### src/hw/rtl/slcd_pkg.sv
// Package for the sprite list compaction DMA: sizes, request and result codes.
`default_nettype none
package slcd_pkg;

  localparam int unsigned Entries = 256;
  localparam int unsigned CntW    = $clog2(Entries + 1);
  localparam int unsigned SlotW   = 8;
  localparam int unsigned WordW   = 16;
  localparam int unsigned NumWords = 8;
  localparam int unsigned NwW     = 4;

  typedef logic [WordW-1:0] word_t;
  typedef logic [CntW-1:0]  cnt_t;

  typedef enum logic [1:0] {
    REQ_START = 2'd0,
    REQ_ENTRY = 2'd1,
    REQ_FILL  = 2'd2,
    REQ_BAD   = 2'd3
  } req_e;

  typedef enum logic [2:0] {
    K_COPIED  = 3'd0,
    K_SKIPPED = 3'd1,
    K_FILLED  = 3'd2,
    K_DONE    = 3'd3,
    K_REFUSED = 3'd4,
    K_STARTED = 3'd5
  } kind_e;

  localparam word_t EnableMask = 16'h8000;
  localparam word_t IdMask     = 16'h00ff;

endpackage
`default_nettype wire

### src/hw/rtl/sprite_list_compaction_dma.sv
// A beat accepted into the input register moves on to the result register when that is empty or being taken.
// Throughput: one beat per cycle, sustained, as long as the output side takes results.
// Every request is handled by one pass of counter logic between the two registers.
// The result register is refilled in the cycle it is taken, so no bubble appears.
// Reset (rst_ni low, async) clears the frame counters and both valid flags.
`default_nettype none
module sprite_list_compaction_dma (
  input  wire logic                        clk_i,
  input  wire logic                        rst_ni,
  input  wire logic                        in_valid_i,
  output      logic                        in_ready_o,
  input  wire logic [1:0]                  req_type_i,
  input  wire slcd_pkg::word_t             word0_i,
  input  wire slcd_pkg::word_t             word1_i,
  input  wire slcd_pkg::word_t             word2_i,
  input  wire slcd_pkg::word_t             word3_i,
  input  wire slcd_pkg::word_t             word4_i,
  input  wire slcd_pkg::word_t             word5_i,
  input  wire slcd_pkg::word_t             word6_i,
  input  wire slcd_pkg::word_t             word7_i,
  output      logic                        out_valid_o,
  input  wire logic                        out_ready_i,
  output      logic [2:0]                  kind_o,
  output      logic [slcd_pkg::SlotW-1:0]  slot_o,
  output      logic [slcd_pkg::NwW-1:0]    words_written_o,
  output      slcd_pkg::word_t             out_word0_o,
  output      slcd_pkg::word_t             out_word1_o,
  output      slcd_pkg::word_t             out_word2_o,
  output      slcd_pkg::word_t             out_word3_o,
  output      slcd_pkg::word_t             out_word4_o,
  output      slcd_pkg::word_t             out_word5_o,
  output      slcd_pkg::word_t             out_word6_o,
  output      slcd_pkg::word_t             out_word7_o
);
  import slcd_pkg::*;

  localparam cnt_t EntriesCnt = CntW'(Entries);

  // input stage
  logic  in_vld_q;
  req_e  req_q;
  word_t wrd_q [NumWords];

  // result stage
  logic                 out_vld_q;
  kind_e                kind_q, kind_d;
  logic [SlotW-1:0]     slot_q, slot_d;
  logic [NwW-1:0]       nw_q, nw_d;
  word_t                ow_q [NumWords];
  word_t                ow_d [NumWords];

  // frame counters
  cnt_t seen_q, seen_d;
  cnt_t act_q, act_d;
  cnt_t fill_q, fill_d;

  logic           s1_fire;
  logic           in_fire;
  logic [CntW:0]  next_slot;
  logic           active;

  assign s1_fire    = in_vld_q && (!out_vld_q || out_ready_i);
  assign in_ready_o = !in_vld_q || s1_fire;
  assign in_fire    = in_valid_i && in_ready_o;

  always_ff @(posedge clk_i or negedge rst_ni) begin
    if (!rst_ni) begin
      in_vld_q <= 1'b0;
    end else if (in_ready_o) begin
      in_vld_q <= in_valid_i;
    end
  end

  always_ff @(posedge clk_i) begin
    if (in_fire) begin
      req_q    <= req_e'(req_type_i);
      wrd_q[0] <= word0_i;
      wrd_q[1] <= word1_i;
      wrd_q[2] <= word2_i;
      wrd_q[3] <= word3_i;
      wrd_q[4] <= word4_i;
      wrd_q[5] <= word5_i;
      wrd_q[6] <= word6_i;
      wrd_q[7] <= word7_i;
    end
  end

  assign active    = ((wrd_q[0] & EnableMask) != '0) && ((wrd_q[0] & IdMask) != '0);
  assign next_slot = {1'b0, act_q} + {1'b0, fill_q};

  always_comb begin
    seen_d = seen_q;
    act_d  = act_q;
    fill_d = fill_q;
    kind_d = K_REFUSED;
    slot_d = '0;
    nw_d   = '0;
    for (int i = 0; i < NumWords; i++) begin
      ow_d[i] = '0;
    end
    case (req_q)
      REQ_START: begin
        seen_d = '0;
        act_d  = '0;
        fill_d = '0;
        kind_d = K_STARTED;
      end
      REQ_ENTRY: begin
        if (seen_q < EntriesCnt) begin
          seen_d = seen_q + 1'b1;
          if (active) begin
            kind_d = K_COPIED;
            slot_d = act_q[SlotW-1:0];
            nw_d   = NwW'(NumWords);
            ow_d   = wrd_q;
            act_d  = act_q + 1'b1;
          end else begin
            kind_d = K_SKIPPED;
          end
        end
      end
      REQ_FILL: begin
        // fills only once the whole frame is in
        if (seen_q >= EntriesCnt) begin
          if (next_slot >= (CntW+1)'(Entries)) begin
            kind_d = K_DONE;
          end else begin
            kind_d = K_FILLED;
            slot_d = next_slot[SlotW-1:0];
            nw_d   = NwW'(1);
            fill_d = fill_q + 1'b1;
          end
        end
      end
      default: begin
        kind_d = K_REFUSED;
      end
    endcase
  end

  always_ff @(posedge clk_i or negedge rst_ni) begin
    if (!rst_ni) begin
      out_vld_q <= 1'b0;
      seen_q    <= '0;
      act_q     <= '0;
      fill_q    <= '0;
    end else begin
      if (s1_fire) begin
        out_vld_q <= 1'b1;
        seen_q    <= seen_d;
        act_q     <= act_d;
        fill_q    <= fill_d;
      end else if (out_ready_i) begin
        out_vld_q <= 1'b0;
      end
    end
  end

  always_ff @(posedge clk_i) begin
    if (s1_fire) begin
      kind_q <= kind_d;
      slot_q <= slot_d;
      nw_q   <= nw_d;
      ow_q   <= ow_d;
    end
  end

  assign out_valid_o     = out_vld_q;
  assign kind_o          = kind_q;
  assign slot_o          = slot_q;
  assign words_written_o = nw_q;
  assign out_word0_o     = ow_q[0];
  assign out_word1_o     = ow_q[1];
  assign out_word2_o     = ow_q[2];
  assign out_word3_o     = ow_q[3];
  assign out_word4_o     = ow_q[4];
  assign out_word5_o     = ow_q[5];
  assign out_word6_o     = ow_q[6];
  assign out_word7_o     = ow_q[7];

  a_seen_bound: assert property (@(posedge clk_i) disable iff (!rst_ni)
    seen_q <= EntriesCnt)
    else $error("entry count ran past the frame");

  a_act_le_seen: assert property (@(posedge clk_i) disable iff (!rst_ni)
    act_q <= seen_q)
    else $error("more copies than entries");

  a_slots_bound: assert property (@(posedge clk_i) disable iff (!rst_ni)
    next_slot <= (CntW+1)'(Entries))
    else $error("copied plus filled slots exceed the table");

  a_start_clears: assert property (@(posedge clk_i) disable iff (!rst_ni)
    s1_fire && req_q == REQ_START |=> seen_q == '0 && act_q == '0 && fill_q == '0)
    else $error("start did not clear counters");

  a_copy_words: assert property (@(posedge clk_i) disable iff (!rst_ni)
    out_vld_q && kind_q == K_COPIED |-> nw_q == NwW'(NumWords))
    else $error("copy result without full word count");

endmodule
`default_nettype wire

### config.mk
export PLATFORM = sky130hd
export DESIGN_NAME = sprite_list_compaction_dma
export DESIGN_NICKNAME = d
export VERILOG_FILES = /design/src/hw/rtl/slcd_pkg.sv /design/src/hw/rtl/sprite_list_compaction_dma.sv
export SDC_FILE = /design/constraint.sdc
export NUM_CORES = 1
export LEC_CHECK = 0
export BUFFER_PORTS_ARGS = -buffer_cell sky130_fd_sc_hd__buf_2
export CELL_PAD_IN_SITES_DETAIL_PLACEMENT = 1
export CELL_PAD_IN_SITES_GLOBAL_PLACEMENT = 1
export CORE_UTILIZATION = 49
export CTS_BUF_LIST = sky130_fd_sc_hd__clkbuf_8
export DETAILED_ROUTE_END_ITERATION = 16
export MAX_ROUTING_LAYER = met4
export PLACE_DENSITY_LB_ADDON = 0.1
export REMOVE_ABC_BUFFERS = 1
export SLEW_MARGIN = 40
export SYNTH_ARGS = -nofsm -noshare
export SYNTH_HDL_FRONTEND = slang
export SYNTH_SLANG_ARGS = --single-unit
### constraint.sdc
create_clock -name clk_i -period 7.4 [get_ports clk_i]
set_input_delay 0.37 -clock clk_i [delete_from_list [all_inputs] [get_ports clk_i]]
set_output_delay 0.37 -clock clk_i [all_outputs]
set_load 0.005 [all_outputs]
==> impl_metrics.env <==
export IMPL_status="complete, no violations"
export IMPL_path_cells="ha_1, inv_1, fa_1, nand2b_1, a211o_1, o211ai_2, nand4_2, o311a_1, a211o_1"
export IMPL_max_stage_delay_ns=0.49
export IMPL_dp_hpwl_um=17880
export IMPL_crit_top_cell="a211o_1"
export IMPL_crit_slowest_cell="dfrtp_1"
export IMPL_detail_route_iter0_violations=569
export IMPL_vias=7463
export IMPL_die_area_um2=23550
export IMPL_pwr_density_cell_nw_per_um2=251.0
export IMPL_tns_ns=0
export IMPL_cts_buffers=50
export IMPL_peakVddDrop_uv=162.0
export IMPL_synth_edf_count=271
export IMPL_grt_pass1_vias=8324
export IMPL_grt_overflow=0
export IMPL_synth_seq_area_share=0.7884
export IMPL_dr_pass1_iters=5
export IMPL_grt_pass1_wl_um=50380
export IMPL_grt_max_degree=123
export IMPL_multi_input_area_um2=2228
export IMPL_hold_path_class="in -> reg"
export IMPL_drtAntennaViolNets=0
export IMPL_final_cell_mix="buf_2 (276), edfxtp_1 (271), dlygate4sd3_1 (131), and2_1 (120), clkbuf_8 (57)"
export IMPL_clock_latency_ns=0.58
export IMPL_path_buf_inv=1
export IMPL_io_pins=279
export IMPL_track_usage=0.3014
export IMPL_die_w_um=153.5
export IMPL_largest_reg_flops=128
export IMPL_async_flop_share=0.09667
export IMPL_fin_crit_sh=0.4141
export IMPL_total_leakage_power_nw=6.300
export IMPL_fill_cells=2162
export IMPL_wire_per_inst_um=23.38
export IMPL_min_period_ns=3.065
export IMPL_worst_slack_ns=4.335
export IMPL_cts_tree="done"
export IMPL_final_seq_area_um2=8864
export IMPL_largest_register="wrd_q"
export IMPL_slew_viol_final=0
export IMPL_rsz0062_at_grt="false"
export IMPL_initial_core_util=0.4981
export IMPL_worst_path_max_fanout=14
export IMPL_port_buffers=276
export IMPL_final_hold_viol_count=0
export IMPL_endpoint_kind="flop"
export IMPL_finalSetupViolCount=0
export IMPL_syn_area_um2=11240
export IMPL_cts_hold_buf=130
export IMPL_slew_headroom=0.4687
export IMPL_die_h_um=153.5
export IMPL_ys_types=54
export IMPL_clk_pin_slew_ns=0.06
export IMPL_worstPathArrival_ns=3.51
export IMPL_place_ws_ns=4.292
export IMPL_cts_sinks=300
export IMPL_cts_root_buf="clkbuf_8"
export IMPL_fin_nets=1267
export IMPL_synth_top_flop_cell="edfxtp_1"
export IMPL_ctsHtreeMaxLevel=2
export IMPL_fin_util=0.6733
export IMPL_placeableCoreArea_um2=22570
export IMPL_yosysWarningCount=0
export IMPL_routed_wl_um=33740
export IMPL_antenna_found_initial=1
export IMPL_drive_above_1_share=0.3068
export IMPL_post_cts_resized=0
export IMPL_crit_family="compound AO/OA/AOI/OAI gates"
export IMPL_gp_routability_congestion=0.7915
export IMPL_drc=0
export IMPL_cts_setup_buffers=0
export IMPL_ys_seq_elements=300
export IMPL_syn_mean_instance_area_um2=16.65
export IMPL_clock_path_buffers=3
export IMPL_layout_commonest_cell="buf_2"
export IMPL_synthCells=675
export IMPL_crit_required_ns=7.85
export IMPL_skew_ns=0.03473
export IMPL_max_freq_mhz=326.3
export IMPL_critPathKind="reg -> reg"
export IMPL_worst_pin_slew_ns=0.7970
export IMPL_vias_per_cell=5.172
export IMPL_max_cap_violations=0
export IMPL_rows=55
export IMPL_syn_to_final_growth_pct=35.19
export IMPL_worst_setup_path_start_kind="flop"
[metrics by stage]
step                hold WS, ns  cell area [um^2]  power [mW]  cells
finish                  0.06786             15200       3.815   1443
global route            0.06886             15200       3.952   1443
CTS                    0.002080             15180       3.770   1441
detailed placement       0.4546             12940       2.359   1217
global placement         0.4381             12910       2.336   1216
floorplan               0.07441             11130       2.202    652
[cell families after synthesis]
kind of cell / Yosys count / synth area share
other cells: 1 / 0.0003336
compound gates: 76 / 0.04830
buf+inv: 39 / 0.01525
xor+xnor: 13 / 0.01013
simple gates: 226 / 0.1150
mux: 2 / 0.001892
flops: 300 / 0.7884
fa+ha+maj: 18 / 0.02070
[worst register-to-register path: stages, from the launching register on]
cell and delay, ns:
dfrtp_1 0.49, ha_1 0.24, inv_1 0.06, fa_1 0.39, nand2b_1 0.23, a211o_1 0.31
o211ai_2 0.11, nand4_2 0.37, o311a_1 0.48, a211o_1 0.26
[worst paths after layout]
kind | startpoint | to | slack (ns) | cells after the start
min reg2reg | fill_q[8]$_DFFE_PN0P_ | fill_q[8]$_DFFE_PN0P_ | 0.50 | 1
max | act_q[0]$_DFFE_PN0P_ | fill_q[4]$_DFFE_PN0P_ | 4.34 | 9
min | in_valid_i | in_vld_q$_DFFE_PN0N_ | 0.07 | 2
max reg2reg | act_q[0]$_DFFE_PN0P_ | fill_q[4]$_DFFE_PN0P_ | 4.34 | 9
max in group asynchronous | rst_ni | act_q[8]$_DFFE_PN0P_ | 6.50 | 2
min in group asynchronous | rst_ni | fill_q[2]$_DFFE_PN0P_ | 0.43 | 2
[per-layer routing]
metal	GRT usage	wire, um	vias up
met3	0.06153	1936	72
met5	-	0	-
li1	-	-	3379
met1	0.3167	11960	3710
met4	0.1190	1281	0
met2	0.5514	18550	302
[where the power goes]
group	internal (mW)	leakage (nW)	switching, mW	total, mW
combinational	0.157	2.70	0.194	0.350
sequential	1.99	3.04	0.0632	2.06
clock	0.708	0.569	0.701	1.41
total	2.86	6.30	0.958	3.81
[layout make-up]
cell class                 instances  share of cell area
sequential                       300              0.5832
timing repair buffer             411              0.1802
multi-input combinational        337              0.1466
clock buffer                      57             0.05162
tap                              285             0.02346
clock inverter                    37             0.01054
inverter                          15            0.004199
antenna                            1           0.0001646
[cells in the mapped netlist, types with 4 or more instances]
| cell | instances | area share |
|---|---|---|
| edfxtp_1 | 271 | 0.72 |
| and2_1 | 121 | 0.067 |
| dfrtp_1 | 29 | 0.065 |
| nand2_1 | 24 | 0.0080 |
| nor2_1 | 21 | 0.0070 |
| clkbuf_1 | 18 | 0.0060 |
| ha_1 | 17 | 0.019 |
| inv_1 | 15 | 0.0050 |
| o21ai_0 | 14 | 0.0062 |
| a21oi_1 | 13 | 0.0058 |
| nand3_1 | 13 | 0.0058 |
| and3_1 | 12 | 0.0067 |
| a22o_1 | 8 | 0.0062 |
| nand2b_1 | 8 | 0.0045 |
| xnor2_1 | 8 | 0.0062 |
| a31oi_1 | 7 | 0.0039 |
| nor3_1 | 7 | 0.0031 |
| nor4_1 | 6 | 0.0033 |
| a21o_1 | 5 | 0.0033 |
| xor2_1 | 5 | 0.0039 |
| a211oi_1 | 4 | 0.0027 |
| nand4_1 | 4 | 0.0022 |
Note: power is estimated with default switching activity, not from simulation.
